File: src/sv/rccsg_pkg.sv
// Shared types and constants of the raycast column span generator.
package rccsg_pkg;

  // Default values of the top-level parameters.
  localparam int unsigned SCREEN_ROWS_DEF      = 512;
  localparam int unsigned MAX_TEXTURE_SIZE_DEF = 256;

  // Field widths.
  localparam int unsigned COL_W    = 10;
  localparam int unsigned ROW_W    = 9;
  localparam int unsigned DIST_W   = 16;
  localparam int unsigned FRAC_W   = 12;
  localparam int unsigned TEXID_W  = 2;
  localparam int unsigned TEXSZ_W  = 9;
  localparam int unsigned TEXEL_W  = 8;
  localparam int unsigned COLOR_W  = 32;
  localparam int unsigned KIND_W   = 2;
  localparam int unsigned HEIGHT_W = 13;

  // Stream and register port widths.
  localparam int unsigned IN_TDATA_W  = 64;
  localparam int unsigned OUT_TDATA_W = 72;
  localparam int unsigned ADDR_W      = 4;
  localparam int unsigned APB_DATA_W  = 32;

  // Serial divider widths: the dividend covers SCREEN_ROWS * 256 up to 2^19.
  localparam int unsigned DIV_W = 20;
  localparam int unsigned DVS_W = 16;

  localparam logic [DVS_W-1:0]    MIN_DIST   = DVS_W'(26);
  localparam logic [HEIGHT_W-1:0] HEIGHT_MAX = HEIGHT_W'(8191);

  // Pixel kinds.
  localparam logic [KIND_W-1:0] KIND_CEIL  = 2'd0;
  localparam logic [KIND_W-1:0] KIND_WALL  = 2'd1;
  localparam logic [KIND_W-1:0] KIND_FLOOR = 2'd2;

  // Register indexes.
  localparam logic [1:0] REG_CEIL_COLOR  = 2'd0;
  localparam logic [1:0] REG_FLOOR_COLOR = 2'd1;
  localparam logic [1:0] REG_TEX_WIDTH   = 2'd2;
  localparam logic [1:0] REG_TEX_HEIGHT  = 2'd3;

  // Commands from the controller to the datapath.
  typedef struct packed {
    logic load;
    logic div_start;
    logic commit;
    logic emit;
  } cmd_t;

  // Status from the datapath to the controller.
  typedef struct packed {
    logic mode;
    logic is_wall;
    logic div_done;
    logic out_free;
  } sts_t;

endpackage

File: src/sv/rccsg_div.sv
// Radix-2 restoring divider, one quotient bit per cycle.
module rccsg_div (
  input  logic                            clk_i,
  input  logic                            rst_ni,
  input  logic                            start_i,
  input  logic [rccsg_pkg::DIV_W-1:0]     dividend_i,
  input  logic [rccsg_pkg::DVS_W-1:0]     divisor_i,
  output logic                            busy_o,
  output logic                            done_o,
  output logic [rccsg_pkg::DIV_W-1:0]     quot_o
);

  localparam int unsigned CNT_W = $clog2(rccsg_pkg::DIV_W);

  logic [rccsg_pkg::DIV_W-1:0] dvd_q;
  logic [rccsg_pkg::DVS_W-1:0] dvs_q;
  logic [rccsg_pkg::DVS_W-1:0] rem_q;
  logic [CNT_W-1:0]            cnt_q;
  logic                        busy_q;
  logic                        done_q;

  logic [rccsg_pkg::DVS_W:0]   trial;
  logic [rccsg_pkg::DVS_W:0]   trial_sub;
  logic                        ge;

  assign trial     = {rem_q, dvd_q[rccsg_pkg::DIV_W-1]};
  assign ge        = (trial >= {1'b0, dvs_q});
  assign trial_sub = trial - {1'b0, dvs_q};

  always_ff @(posedge clk_i or negedge rst_ni) begin
    if (!rst_ni) begin
      busy_q <= 1'b0;
      done_q <= 1'b0;
      cnt_q  <= '0;
    end else begin
      done_q <= 1'b0;
      if (start_i) begin
        busy_q <= 1'b1;
        cnt_q  <= '0;
      end else if (busy_q) begin
        cnt_q <= cnt_q + CNT_W'(1);
        if (cnt_q == CNT_W'(rccsg_pkg::DIV_W - 1)) begin
          busy_q <= 1'b0;
          done_q <= 1'b1;
        end
      end
    end
  end

  // The quotient bits shift into the dividend register as it empties.
  always_ff @(posedge clk_i) begin
    if (start_i) begin
      dvd_q <= dividend_i;
      dvs_q <= divisor_i;
      rem_q <= '0;
    end else if (busy_q) begin
      dvd_q <= {dvd_q[rccsg_pkg::DIV_W-2:0], ge};
      rem_q <= ge ? trial_sub[rccsg_pkg::DVS_W-1:0] : trial[rccsg_pkg::DVS_W-1:0];
    end
  end

  assign busy_o = busy_q;
  assign done_o = done_q;
  assign quot_o = dvd_q;

endmodule

File: src/sv/rccsg_ctrl.sv
// Controller state machine that sequences setup and row beats.
module rccsg_ctrl (
  input  logic             clk_i,
  input  logic             rst_ni,
  input  logic             in_valid_i,
  output logic             in_ready_o,
  input  rccsg_pkg::sts_t  sts_i,
  output rccsg_pkg::cmd_t  cmd_o
);

  localparam logic [1:0] ST_IDLE   = 2'd0;
  localparam logic [1:0] ST_DECODE = 2'd1;
  localparam logic [1:0] ST_DIV    = 2'd2;
  localparam logic [1:0] ST_EMIT   = 2'd3;

  logic [1:0] state_q, state_d;

  always_comb begin
    state_d    = state_q;
    cmd_o      = '0;
    in_ready_o = 1'b0;
    case (state_q)
      ST_IDLE: begin
        in_ready_o = 1'b1;
        if (in_valid_i) begin
          cmd_o.load = 1'b1;
          state_d    = ST_DECODE;
        end
      end
      ST_DECODE: begin
        // Setups and wall rows need a division; sky and floor rows do not.
        if (!sts_i.mode || sts_i.is_wall) begin
          cmd_o.div_start = 1'b1;
          state_d         = ST_DIV;
        end else begin
          state_d = ST_EMIT;
        end
      end
      ST_DIV: begin
        if (sts_i.div_done) begin
          if (!sts_i.mode) begin
            cmd_o.commit = 1'b1;
            state_d      = ST_IDLE;
          end else begin
            state_d = ST_EMIT;
          end
        end
      end
      ST_EMIT: begin
        if (sts_i.out_free) begin
          cmd_o.emit = 1'b1;
          state_d    = ST_IDLE;
        end
      end
      default: begin
        state_d = ST_IDLE;
      end
    endcase
  end

  always_ff @(posedge clk_i or negedge rst_ni) begin
    if (!rst_ni) begin
      state_q <= ST_IDLE;
    end else begin
      state_q <= state_d;
    end
  end

  a_done_in_div: assert property (@(posedge clk_i) disable iff (!rst_ni)
    sts_i.div_done |-> state_q == ST_DIV)
    else $error("divider finished outside the divide state");

  a_start_leads_div: assert property (@(posedge clk_i) disable iff (!rst_ni)
    cmd_o.div_start |=> state_q == ST_DIV && !sts_i.div_done)
    else $error("divide state not entered after a divider start");

endmodule

File: src/sv/rccsg_dp.sv
// Datapath: registers, item latch, span arithmetic, divider and output register.
module rccsg_dp #(
  parameter int unsigned SCREEN_ROWS      = rccsg_pkg::SCREEN_ROWS_DEF,
  parameter int unsigned MAX_TEXTURE_SIZE = rccsg_pkg::MAX_TEXTURE_SIZE_DEF
) (
  input  logic                                  clk_i,
  input  logic                                  rst_ni,
  input  rccsg_pkg::cmd_t                       cmd_i,
  output rccsg_pkg::sts_t                       sts_o,
  input  logic [rccsg_pkg::IN_TDATA_W-1:0]      s_tdata_i,
  input  logic                                  s_tuser_i,
  output logic                                  m_tvalid_o,
  input  logic                                  m_tready_i,
  output logic [rccsg_pkg::OUT_TDATA_W-1:0]     m_tdata_o,
  output logic [rccsg_pkg::KIND_W-1:0]          m_tuser_o,
  input  logic                                  psel_i,
  input  logic                                  penable_i,
  input  logic                                  pwrite_i,
  input  logic [rccsg_pkg::ADDR_W-1:0]          paddr_i,
  input  logic [rccsg_pkg::APB_DATA_W-1:0]      pwdata_i,
  output logic [rccsg_pkg::APB_DATA_W-1:0]      prdata_o
);

  localparam int unsigned SPAN_W = $clog2(SCREEN_ROWS);
  localparam int unsigned CMP_W  = (SPAN_W > rccsg_pkg::ROW_W) ? SPAN_W : rccsg_pkg::ROW_W;
  localparam int unsigned SUM_W  = rccsg_pkg::HEIGHT_W + 1;
  localparam int unsigned TXP_W  = rccsg_pkg::FRAC_W + rccsg_pkg::TEXSZ_W;
  localparam int unsigned TYP_W  = rccsg_pkg::ROW_W + rccsg_pkg::TEXSZ_W;
  localparam logic [SUM_W-1:0] HALF_V   = SUM_W'(SCREEN_ROWS / 2);
  localparam logic [SUM_W-1:0] LAST_ROW = SUM_W'(SCREEN_ROWS - 1);
  localparam logic [rccsg_pkg::DIV_W-1:0] SETUP_NUM = rccsg_pkg::DIV_W'(SCREEN_ROWS * 256);

  // Texture sizes of zero read as one, sizes above the maximum are clipped.
  function automatic logic [rccsg_pkg::TEXSZ_W-1:0] eff_size(
    input logic [rccsg_pkg::TEXSZ_W-1:0] s
  );
    logic [rccsg_pkg::TEXSZ_W+1:0] sx;
    sx = {2'b00, s};
    if (s == '0) begin
      return rccsg_pkg::TEXSZ_W'(1);
    end else if (sx > (rccsg_pkg::TEXSZ_W + 2)'(MAX_TEXTURE_SIZE)) begin
      return rccsg_pkg::TEXSZ_W'(MAX_TEXTURE_SIZE);
    end
    return s;
  endfunction

  // Configuration registers.
  logic [rccsg_pkg::COLOR_W-1:0] ceil_color_q, floor_color_q;
  logic [rccsg_pkg::TEXSZ_W-1:0] tex_width_q, tex_height_q;
  logic                          cfg_wr;

  assign cfg_wr = psel_i && penable_i && pwrite_i;

  always_ff @(posedge clk_i or negedge rst_ni) begin
    if (!rst_ni) begin
      ceil_color_q  <= '0;
      floor_color_q <= '0;
      tex_width_q   <= rccsg_pkg::TEXSZ_W'(64);
      tex_height_q  <= rccsg_pkg::TEXSZ_W'(64);
    end else if (cfg_wr) begin
      case (paddr_i[3:2])
        rccsg_pkg::REG_CEIL_COLOR:  ceil_color_q  <= pwdata_i;
        rccsg_pkg::REG_FLOOR_COLOR: floor_color_q <= pwdata_i;
        rccsg_pkg::REG_TEX_WIDTH:   tex_width_q   <= pwdata_i[rccsg_pkg::TEXSZ_W-1:0];
        rccsg_pkg::REG_TEX_HEIGHT:  tex_height_q  <= pwdata_i[rccsg_pkg::TEXSZ_W-1:0];
        default: ;
      endcase
    end
  end

  always_comb begin
    case (paddr_i[3:2])
      rccsg_pkg::REG_CEIL_COLOR:  prdata_o = ceil_color_q;
      rccsg_pkg::REG_FLOOR_COLOR: prdata_o = floor_color_q;
      rccsg_pkg::REG_TEX_WIDTH:   prdata_o = rccsg_pkg::APB_DATA_W'(tex_width_q);
      rccsg_pkg::REG_TEX_HEIGHT:  prdata_o = rccsg_pkg::APB_DATA_W'(tex_height_q);
      default:                    prdata_o = '0;
    endcase
  end

  logic [rccsg_pkg::TEXSZ_W-1:0] tw_eff, th_eff;
  assign tw_eff = eff_size(tex_width_q);
  assign th_eff = eff_size(tex_height_q);

  // Latched input beat.
  logic                          mode_q;
  logic [rccsg_pkg::COL_W-1:0]   col_q;
  logic [rccsg_pkg::DIST_W-1:0]  dist_q;
  logic [rccsg_pkg::FRAC_W-1:0]  hx_q, hy_q;
  logic                          xmaj_q, mir_q;
  logic [rccsg_pkg::TEXID_W-1:0] tex_q;
  logic [rccsg_pkg::ROW_W-1:0]   row_q;

  always_ff @(posedge clk_i) begin
    if (cmd_i.load) begin
      mode_q <= s_tuser_i;
      col_q  <= s_tdata_i[9:0];
      dist_q <= s_tdata_i[25:10];
      hx_q   <= s_tdata_i[37:26];
      hy_q   <= s_tdata_i[49:38];
      xmaj_q <= s_tdata_i[50];
      mir_q  <= s_tdata_i[51];
      tex_q  <= s_tdata_i[53:52];
      row_q  <= s_tdata_i[62:54];
    end
  end

  // Column state.
  logic [rccsg_pkg::COL_W-1:0]    cur_col_q;
  logic [SPAN_W-1:0]              span_start_q, span_end_q;
  logic [rccsg_pkg::HEIGHT_W-1:0] span_height_q;
  logic [rccsg_pkg::TEXEL_W-1:0]  col_texel_x_q, tx_pend_q;
  logic [rccsg_pkg::TEXID_W-1:0]  col_tex_q;

  // Texel column of a setup beat, registered when the divider starts.
  logic [rccsg_pkg::FRAC_W-1:0]  frac;
  logic [TXP_W-1:0]              tx_prod;
  logic [rccsg_pkg::TEXSZ_W-1:0] tx_raw, tx_mir, tx_clip;

  always_comb begin
    frac    = xmaj_q ? hy_q : hx_q;
    tx_prod = TXP_W'(frac) * TXP_W'(tw_eff);
    tx_raw  = tx_prod[TXP_W-1:rccsg_pkg::FRAC_W];
    tx_mir  = tx_raw;
    if (mir_q) begin
      tx_mir = (tx_raw < tw_eff) ? (tw_eff - rccsg_pkg::TEXSZ_W'(1) - tx_raw) : '0;
    end
    tx_clip = (tx_mir >= tw_eff) ? (tw_eff - rccsg_pkg::TEXSZ_W'(1)) : tx_mir;
  end

  always_ff @(posedge clk_i) begin
    if (cmd_i.div_start) begin
      tx_pend_q <= tx_clip[rccsg_pkg::TEXEL_W-1:0];
    end
  end

  // Row classification against the stored span.
  logic [CMP_W-1:0]               r_ext, st_ext, en_ext;
  logic                           is_ceil, is_wall;
  logic [rccsg_pkg::ROW_W-1:0]    row_diff;
  logic [TYP_W-1:0]               ty_prod;

  always_comb begin
    r_ext    = CMP_W'(row_q);
    st_ext   = CMP_W'(span_start_q);
    en_ext   = CMP_W'(span_end_q);
    is_ceil  = (r_ext < st_ext);
    is_wall  = !is_ceil && (r_ext <= en_ext);
    row_diff = rccsg_pkg::ROW_W'(r_ext - st_ext);
    ty_prod  = TYP_W'(row_diff) * TYP_W'(th_eff);
  end

  // Divider operands: screen height times 256 over distance, or texel row scaling.
  logic [rccsg_pkg::DIV_W-1:0] div_dvd, div_quot;
  logic [rccsg_pkg::DVS_W-1:0] div_dvs, dist_clamp;
  logic                        div_busy, div_done;

  always_comb begin
    dist_clamp = (dist_q < rccsg_pkg::MIN_DIST) ? rccsg_pkg::MIN_DIST : dist_q;
    div_dvd    = mode_q ? rccsg_pkg::DIV_W'(ty_prod) : SETUP_NUM;
    div_dvs    = mode_q ? rccsg_pkg::DVS_W'(span_height_q) : dist_clamp;
  end

  rccsg_div u_div (
    .clk_i      (clk_i),
    .rst_ni     (rst_ni),
    .start_i    (cmd_i.div_start),
    .dividend_i (div_dvd),
    .divisor_i  (div_dvs),
    .busy_o     (div_busy),
    .done_o     (div_done),
    .quot_o     (div_quot)
  );

  // Span of a new column from the projected height.
  logic [rccsg_pkg::HEIGHT_W-1:0] h_sat;
  logic [SUM_W-1:0]               hh, s_v, e_sum, e_v;

  always_comb begin
    h_sat = (div_quot > rccsg_pkg::DIV_W'(rccsg_pkg::HEIGHT_MAX)) ?
            rccsg_pkg::HEIGHT_MAX : div_quot[rccsg_pkg::HEIGHT_W-1:0];
    if (h_sat == '0) begin
      h_sat = rccsg_pkg::HEIGHT_W'(1);
    end
    hh    = SUM_W'(h_sat[rccsg_pkg::HEIGHT_W-1:1]);
    s_v   = (hh > HALF_V) ? '0 : (HALF_V - hh);
    e_sum = HALF_V + hh;
    e_v   = (e_sum > LAST_ROW) ? LAST_ROW : e_sum;
  end

  always_ff @(posedge clk_i or negedge rst_ni) begin
    if (!rst_ni) begin
      cur_col_q     <= '0;
      span_start_q  <= '0;
      span_end_q    <= '0;
      span_height_q <= rccsg_pkg::HEIGHT_W'(1);
      col_texel_x_q <= '0;
      col_tex_q     <= '0;
    end else if (cmd_i.commit) begin
      cur_col_q     <= col_q;
      span_start_q  <= SPAN_W'(s_v);
      span_end_q    <= SPAN_W'(e_v);
      span_height_q <= h_sat;
      col_texel_x_q <= tx_pend_q;
      col_tex_q     <= tex_q;
    end
  end

  // Texel row of a wall pixel, clipped to the texture.
  logic [rccsg_pkg::DIV_W-1:0] ty_clip;
  assign ty_clip = (div_quot >= rccsg_pkg::DIV_W'(th_eff)) ?
                   rccsg_pkg::DIV_W'(th_eff - rccsg_pkg::TEXSZ_W'(1)) : div_quot;

  // Output register; it frees up in the same cycle its beat is taken.
  logic                          m_valid_q;
  logic [rccsg_pkg::KIND_W-1:0]  kind_q;
  logic [rccsg_pkg::COL_W-1:0]   o_col_q;
  logic [rccsg_pkg::ROW_W-1:0]   o_row_q;
  logic [rccsg_pkg::COLOR_W-1:0] o_color_q;
  logic [rccsg_pkg::TEXID_W-1:0] o_tex_q;
  logic [rccsg_pkg::TEXEL_W-1:0] o_tcol_q, o_trow_q;
  logic                          out_free;

  assign out_free = !m_valid_q || m_tready_i;

  always_ff @(posedge clk_i or negedge rst_ni) begin
    if (!rst_ni) begin
      m_valid_q <= 1'b0;
    end else if (cmd_i.emit) begin
      m_valid_q <= 1'b1;
    end else if (m_tready_i) begin
      m_valid_q <= 1'b0;
    end
  end

  always_ff @(posedge clk_i) begin
    if (cmd_i.emit) begin
      o_col_q   <= cur_col_q;
      o_row_q   <= row_q;
      o_color_q <= '0;
      o_tex_q   <= '0;
      o_tcol_q  <= '0;
      o_trow_q  <= '0;
      if (is_ceil) begin
        kind_q    <= rccsg_pkg::KIND_CEIL;
        o_color_q <= ceil_color_q;
      end else if (is_wall) begin
        kind_q   <= rccsg_pkg::KIND_WALL;
        o_tex_q  <= col_tex_q;
        o_tcol_q <= col_texel_x_q;
        o_trow_q <= ty_clip[rccsg_pkg::TEXEL_W-1:0];
      end else begin
        kind_q    <= rccsg_pkg::KIND_FLOOR;
        o_color_q <= floor_color_q;
      end
    end
  end

  assign m_tvalid_o = m_valid_q;
  assign m_tuser_o  = kind_q;
  assign m_tdata_o  = {3'b000, o_trow_q, o_tcol_q, o_tex_q, o_color_q, o_row_q, o_col_q};

  always_comb begin
    sts_o          = '0;
    sts_o.mode     = mode_q;
    sts_o.is_wall  = is_wall;
    sts_o.div_done = div_done;
    sts_o.out_free = out_free;
  end

  a_no_restart: assert property (@(posedge clk_i) disable iff (!rst_ni)
    cmd_i.div_start |-> !div_busy)
    else $error("divider started while still busy");

  a_height_nonzero: assert property (@(posedge clk_i) disable iff (!rst_ni)
    span_height_q != '0)
    else $error("stored span height is zero");

  a_span_ordered: assert property (@(posedge clk_i) disable iff (!rst_ni)
    cmd_i.commit |=> span_start_q <= span_end_q)
    else $error("span start lies past span end");

  a_texel_row_range: assert property (@(posedge clk_i) disable iff (!rst_ni)
    (m_valid_q && kind_q == rccsg_pkg::KIND_WALL) |->
      rccsg_pkg::TEXSZ_W'(o_trow_q) <= th_eff - rccsg_pkg::TEXSZ_W'(1))
    else $error("texel row beyond texture height");

endmodule

File: src/sv/raycast_column_span_generator_top.sv
// Top level of the raycast column span generator.
//
// Input stream (s_axis_*): one beat per item. tuser is the mode: 0 sets up
// a column (distance, hit fractions, axis and mirror flags, texture id),
// 1 requests one screen row of the current column. Output stream (m_axis_*):
// one pixel descriptor per row request, none for a setup; tuser is the pixel
// kind (ceiling, wall texel, floor).
// The APB port holds the ceiling and floor colors and the texture size.
// Write it only while no beat is in flight.
// Sequence: a setup passes through decode and the divide state and then commits
// the column span; a wall row passes through decode, the divide state and the
// emit step; a ceiling or floor row through decode and the emit step only.
// One item is worked on at a time; the output register lets the next item be
// accepted while a finished descriptor waits. If the receiver stalls, only a
// second descriptor waits in the emit step until the first one is taken.
// After reset the colors are zero, textures are 64 by 64 and the column span
// covers row 0 only, so row 0 is wall and every other row is floor.
module raycast_column_span_generator_top #(
  parameter int unsigned SCREEN_ROWS      = rccsg_pkg::SCREEN_ROWS_DEF,
  parameter int unsigned MAX_TEXTURE_SIZE = rccsg_pkg::MAX_TEXTURE_SIZE_DEF
) (
  input  logic                                  clk_i,
  input  logic                                  rst_ni,
  input  logic                                  s_axis_tvalid,
  output logic                                  s_axis_tready,
  // column_x[9:0], distance[25:10], hit_x_frac[37:26], hit_y_frac[49:38],
  // x_major[50], mirror[51], texture_id[53:52], row[62:54], zero[63]
  input  logic [rccsg_pkg::IN_TDATA_W-1:0]      s_axis_tdata,
  // mode[0]
  input  logic                                  s_axis_tuser,
  output logic                                  m_axis_tvalid,
  input  logic                                  m_axis_tready,
  // out_column[9:0], out_row[18:10], solid_color[50:19], out_texture[52:51],
  // texel_column[60:53], texel_row[68:61], zero[71:69]
  output logic [rccsg_pkg::OUT_TDATA_W-1:0]     m_axis_tdata,
  // pixel_kind[1:0]
  output logic [rccsg_pkg::KIND_W-1:0]          m_axis_tuser,
  input  logic                                  psel,
  input  logic                                  penable,
  input  logic                                  pwrite,
  input  logic [rccsg_pkg::ADDR_W-1:0]          paddr,
  input  logic [rccsg_pkg::APB_DATA_W-1:0]      pwdata,
  output logic [rccsg_pkg::APB_DATA_W-1:0]      prdata,
  output logic                                  pready
);

  rccsg_pkg::cmd_t cmd;
  rccsg_pkg::sts_t sts;

  assign pready = 1'b1;

  rccsg_ctrl u_ctrl (
    .clk_i      (clk_i),
    .rst_ni     (rst_ni),
    .in_valid_i (s_axis_tvalid),
    .in_ready_o (s_axis_tready),
    .sts_i      (sts),
    .cmd_o      (cmd)
  );

  rccsg_dp #(
    .SCREEN_ROWS      (SCREEN_ROWS),
    .MAX_TEXTURE_SIZE (MAX_TEXTURE_SIZE)
  ) u_dp (
    .clk_i      (clk_i),
    .rst_ni     (rst_ni),
    .cmd_i      (cmd),
    .sts_o      (sts),
    .s_tdata_i  (s_axis_tdata),
    .s_tuser_i  (s_axis_tuser),
    .m_tvalid_o (m_axis_tvalid),
    .m_tready_i (m_axis_tready),
    .m_tdata_o  (m_axis_tdata),
    .m_tuser_o  (m_axis_tuser),
    .psel_i     (psel),
    .penable_i  (penable),
    .pwrite_i   (pwrite),
    .paddr_i    (paddr),
    .pwdata_i   (pwdata),
    .prdata_o   (prdata)
  );

endmodule
File: config.mk
export PLATFORM = sky130hd
export DESIGN_NAME = raycast_column_span_generator_top
export DESIGN_NICKNAME = d
export VERILOG_FILES = /design/src/sv/rccsg_pkg.sv /design/src/sv/rccsg_div.sv /design/src/sv/rccsg_ctrl.sv /design/src/sv/rccsg_dp.sv /design/src/sv/raycast_column_span_generator_top.sv
export SDC_FILE = /design/constraint.sdc
export NUM_CORES = 1
export LEC_CHECK = 0
export BUFFER_PORTS_ARGS = -buffer_cell sky130_fd_sc_hd__buf_2
export CAP_MARGIN = 10
export CORE_UTILIZATION = 49
export CTS_BUF_LIST = sky130_fd_sc_hd__clkbuf_16
export CTS_CLUSTER_SIZE = 20
export DETAILED_ROUTE_END_ITERATION = 7
export PLACE_DENSITY_LB_ADDON = 0.1
export SKIP_LAST_GASP = 1
export SYNTH_ARGS = -nofsm -noshare
export SYNTH_HDL_FRONTEND = slang
export SYNTH_SLANG_ARGS = --single-unit
File: constraint.sdc
create_clock -name clk_i -period 30.2 [get_ports clk_i]
set_input_delay 9.06 -clock clk_i [delete_from_list [all_inputs] [get_ports clk_i]]
set_output_delay 9.06 -clock clk_i [all_outputs]
set_load 0.02 [all_outputs]
; After elaboration in Yosys (flattened, before gate mapping)
; Cells that the tools add are included.
[classes]
order_cmp = 12
add_sub_neg = 8
reduce_logical = 22
muxes = 55
mul = 2
eq_ne = 10
n_bitwise = 1
[op_table]
columns = op, n
row1 = case mux 32 bit (4 select lines), 1
row2 = two-way mux 9 bit, 10
row3 = two-way mux 32 bit, 2
row4 = two-way mux 13 bit, 4
row5 = two-way mux 20 bit, 2
row6 = two-way mux 1 bit, 23
row7 = multiplier 12 x 9 -> 21 bit, 1
row8 = >= comparator 20 x 9 -> 1 bit, 1
row9 = "> comparator 20 x 13 -> 1 bit, second input constant", 1
row10 = "> comparator 9 bit, second input constant", 2
row11 = zero test 9 bit, 2
row12 = < comparator 9 bit, 2
row13 = multiplier 9 x 9 -> 18 bit, 1
row14 = two-way mux 18 bit, 1
row15 = subtractor 9 bit, 2
row16 = >= comparator 17 x 16 -> 1 bit, 1
row17 = "< comparator 16 x 5 -> 1 bit, second input constant", 1
row18 = two-way mux 16 bit, 1
row19 = two-way mux 8 bit, 2
row20 = subtractor 16 bit, 1
row21 = "adder 9 x 12 -> 13 bit, first input constant", 1
row22 = "> comparator 13 x 9 -> 1 bit, second input constant", 1
row23 = zero test 13 bit, 1
row24 = "> comparator 12 x 9 -> 1 bit, second input constant", 1
row25 = 24 further kinds, 45
[word_totals]
out_inout_bits = 109
inputBits = 108
ff_bits = 338
word_cells = 146

; Logic depth before layout (Yosys ltp)
[depth]
word_depth = 10
mapped_depth = 47
ltp_nobuf = 42

; By module
; From an unflattened synthesis, not the netlist that was laid out.
[unflattened]
cells_unflattened = 2088
area_unflattened_um2 = 22736.8
[modules_own_cells]
columns = mod, cells_each, instances, area_per_inst_um2, seq_area_each_um2
row1 = rccsg_dp, 1729, 1, 18997.0, 7651.1
row2 = rccsg_div, 340, 1, 3593.4, 1576.5
row3 = rccsg_ctrl, 17, 1, 135.1, 50.0
row4 = raycast_column_span_generator_top, 2, 1, 11.3, 0.0

; Least setup slack after synthesis
; No wires, ideal clock.
[synth_path]
kind = in2out
start = input paddr[2] (netlist bit)
end = output prdata[10] (netlist bit)
path_buffers = 3
slack_ps = 10325
required_time_ps = 21140
cell_stages = 5
arrival_ps = 10815
path_cell_list = clkbuf_1 -> buf_1 -> buf_1 -> mux2i_1 -> nor2_1
[synth_via]
elab_chain_cells = 2
elab_cells_between_ends = 5
classes_between = 3 x eq/ne / 1 x mux / 1 x reduce/logical
[synth_rtl]
columns = element, line
row1 = "start, declared", raycast_column_span_generator_top.sv:41  ; input logic [rccsg_pkg::ADDR_W-1:0] paddr,
row2 = "equality test 2 bit, or another cell as far along", rccsg_dp.sv:72  ; case (paddr_i[3:2])
row3 = case mux 32 bit (4 select lines) *, rccsg_dp.sv:72
row4 = "end, declared", raycast_column_span_generator_top.sv:43  ; output logic [rccsg_pkg::APB_DATA_W-1:0] prdata,
; Mark *: on every way between the ends. The rest lies on a longest branch, timed or not.

; Final worst setup path
[layout_path]
start = input paddr[2] (netlist bit)
end = output prdata[7] (netlist bit)
; The elaborated chain is that of the path after synthesis.

==> summary.txt <==
GRT
  – Largest net degree at the start of global routing: 92
  – Initial antenna violation count: 0
  – Number of global-route vias before repair: 15,665
  – All-Layer GR Usage: 0.231
  – Grt ovf: 0
  – Wire length of the first global-routing pass: 82,000 um

Timing
  – Final Hold Viols: 0
  – RSZ-0062 raised after global routing: false
  – Setup TNS: 0 ns
  – Worst Tran Pin Value: about 1.2 ns
  – Final setup vio count: 0
  – Fmax achieved: 51.2 MHz
  – Clock Skews: between 0.015 and 0.02 ns
  – Min Tclk post-route: 19.54 ns
  – Fin crit share: 0.647
  – Worst relative slew slack: 0.220
  – Max-slew violations: 0

Yosys
  – EDFF count, synth: 179
  – Synthesized area: 0.0219 mm2
  – Ys Warns: 0
  – Syn avg cell area: 10.7 um2
  – Synth cell types: 73
  – Synth Register Bits: 338
  – Post-synth top area cell: edfxtp_1
  – FFs w/ async S/R, synth: 0.423
  – Seq/Total Area, Yosys: 0.424
  – Gate Count Post-Synth: 2,045
  – Top cell type's share of synthesized area: 0.246
  – Predominant post-synthesis flop cell: edfxtp_1
  – Top post-synthesis cells by area: edfxtp_1 25%, dfrtp_1 16%, fa_1 11%

Layout
  – Commonest non-fill, non-tap cell in the layout: nand2_1
  – Commonest cells after routing, fill and taps aside: 235 x nand2_1, 233 x inv_1, 208 x buf_2, 179 x edfxtp_1, 165 x nor2_1
  – Register area: around 0.0093 mm2
  – Footprint of the multi-input gates: 0.0115 mm2
  – Area Overhead vs Synth: 12.6%
  – Finished Cell Area: 0.0246 mm2
  – Layout fillers: 3,911
  – Share of layout cells above drive strength 1: 0.180
  – Nets: 2,613

Worst hold path
  – Hold Crit Endpoint: u_dp.col_tex_q[1]$_DFFE_PN0P_
  – Worst Hold Depth: 2
  – Hold Crit Class: flop to flop
  – Worst hold start: u_dp.tex_q[1]$_DFFE_PP_

Detailed routing
  – Via count: 15,507
  – Post-DR vias/cell: 5.44
  – Final ANT Viol Nets: 0
  – DRT iter0 DRCs: around 1,000
  – Final WL: 51,800 um
  – Router iterations before antenna repair: 7
  – Remaining DRCs: 0
  – Routed length per instance: 18.2 um

Run
  – Maxcap violations: 0

Critical path
  – CP Depth: 4
  – Setup CP Type: input pin to primary output
  – RR Endpoint: u_dp.tx_pend_q[2]$_DFFE_PP_
  – Kind of end point of the critical path: primary output
  – Max FO, Critical Path: 36
  – CP arrival: about 10 ns
  – Crit-path max cell delay: 0.61 ns
  – Startpoint types: input pin
  – FF-to-FF path depth: 39
  – Worst path top cell family by delay: buffers and inverters
  – Reg2reg setup slack: roughly 19 ns
  – Buf/Inv on CP: 3
  – Worst-path cell chain: buf_2 -> buf_4 -> mux4_2 -> buf_2
  – R2R Path Start: u_dp.tex_width_q[3]$_DFFE_PN0P_
  – CP max-delay cell: mux4_2
  – Data required, critical path: 21.14 ns
  – Most used cell, CP: buf_2

Placed design
  – Port Buffers: 209
  – RD Place Congestion: 0.872
  – DP Area: 0.0235 mm2
  – Dpl hpwl: 37,500 um

Clocking
  – Clock Tree Root: clkbuf_16
  – H-tree depth: 2
  – TritonCTS Sinks: between 300 and 400
  – Worst-Skew Late Latency: between 0.5 and 0.6 ns
  – Total CTS buffers: 39
  – Post-CTS Setup Inserts: 0
  – Clock Tree Buf Depth: 3
  – Clock Pin Slew Worst Setup and Hold Paths: around 0.060 ns
  – Post-cts sizing count: 0
  – TritonCTS clock tree: done
  – Post-CTS Hold Buffers: 0

Floorplan
  – Die Span Y: 213 um
  – Die ar.: 0.0455 mm2
  – Core footprint: 0.0441 mm2
  – Top Ports: 217
  – Die width: 213 um
  – Initial core utilization: 0.496
  – Site row count: 77

Power
  – Static Leak: 11.4 nW
  – Worst vdd ir: 0.105 mV
  – PD cells: 123 mW/mm2

Run status
  – Status: complete, no violations
==> how the worst max path moves through the flow <==
stage                   from         end  slack, ns
CTS                 paddr[2]   prdata[7]      10.65
detailed placement  paddr[2]   prdata[7]      10.66
floorplan           paddr[2]  prdata[10]      10.33
finish              paddr[2]   prdata[7]      10.66
global placement    paddr[2]   prdata[5]      10.66
global route        paddr[2]   prdata[5]      10.60
==> final cells by class <==
cell class / count / share of cell area
multi-input combinational: 1400 / 0.465
sequential: 338 / 0.377
timing repair buffer: 224 / 0.0473
clock buffer: 39 / 0.0396
inverter: 227 / 0.0346
tap: 592 / 0.0301
clock inverter: 32 / 0.00645
antenna: 1 / 0.000102
==> through the flow <==
stage | hold WS [ns] | worst slack, ns | total power, mW | instances | util
after floorplan | 0.415 | 10.33 | 2.19 | 2047 | -
after global placement | 0.419 | 10.66 | 2.56 | 2781 | 0.533
after detailed placement | 0.427 | 10.66 | 2.61 | 2781 | 0.533
after CTS | 0.443 | 10.65 | 3.05 | 2852 | 0.558
after global routing | 0.462 | 10.60 | 3.33 | 2852 | 0.558
final | 0.442 | 10.66 | 3.02 | 2853 | 0.558
==> registers in the layout (all words and copies together) (netlist names), 9 cells and up <==
| signal | count |
|---|---|
| u_dp.u_div.quot_o | 20 |
| u_dp.dist_q | 16 |
| u_dp.tex_width_q | 9 |
| u_dp.span_height_q | 13 |
| u_dp.u_div.dvs_q | 16 |
| u_dp.span_start_q | 9 |
| u_dp.cur_col_q | 10 |
| u_dp.col_q | 10 |
| u_dp.o_color_q | 32 |
| u_dp.tex_height_q | 9 |
| u_dp.floor_color_q | 32 |
| u_dp.r_ext | 9 |
| u_dp.hx_q | 12 |
| u_dp.en_ext | 9 |
| u_dp.o_row_q | 9 |
| u_dp.o_col_q | 10 |
| u_dp.ceil_color_q | 32 |
| u_dp.u_div.rem_q | 16 |
| u_dp.hy_q | 12 |
==> cell usage after synthesis (7+ instances only) <==
| cell type | number |
|---|---|
| a211oi_1 | 11 |
| a21o_1 | 28 |
| a21oi_1 | 63 |
| a22o_1 | 39 |
| a31oi_1 | 7 |
| and2_1 | 32 |
| and3_1 | 7 |
| buf_1 | 8 |
| clkbuf_1 | 68 |
| dfrtp_1 | 140 |
| dfxtp_1 | 16 |
| edfxtp_1 | 179 |
| fa_1 | 123 |
| ha_1 | 152 |
| inv_1 | 222 |
| mux2_2 | 99 |
| mux2i_1 | 41 |
| mux4_2 | 9 |
| nand2_1 | 235 |
| nand2b_1 | 24 |
| nand3_1 | 44 |
| nand4_1 | 14 |
| nor2_1 | 167 |
| nor2b_1 | 22 |
| nor3_1 | 32 |
| nor4_1 | 7 |
| o211ai_1 | 8 |
| o21a_1 | 8 |
| o21ai_0 | 68 |
| o21ai_1 | 7 |
| xnor2_1 | 47 |
| xor2_1 | 19 |
==> metal layers <==
metal  GRT usage  vias to the layer above  wire length [um]
li1            -                     7371                 -
met3      0.0394                       84              2560
met4      0.0722                        0              1390
met5           0                        -                 0
met1       0.306                     7679             22500
met2       0.385                      373             25300
==> cells by family after synthesis <==
| family | Yosys count | share of synthesized area |
|---|---|---|
| simple gates | 615 | 0.128 |
| flops | 338 | 0.424 |
| buf+inv | 309 | 0.0542 |
| compound gates | 288 | 0.0871 |
| fa+ha+maj | 277 | 0.200 |
| mux | 150 | 0.0797 |
| xor+xnor | 66 | 0.0264 |
| other cells | 2 | 0.000343 |
==> report_power, final <==
part / leakage, nW / internal [mW] / switching (mW)
Combinational: 7.17 / 0.787 / 1.05
Sequential: 3.64 / 0.659 / 0.0974
Clock: 0.606 / 0.236 / 0.187
Total: 11.4 / 1.68 / 1.34
==> tightest hold or removal path, stage by stage (launching register included) <==
cell,delay (ns)
edfxtp_1,0.32
nand2_1,0.04
nand2_1,0.05
No activity file was read; power rests on OpenSTA's default activity.
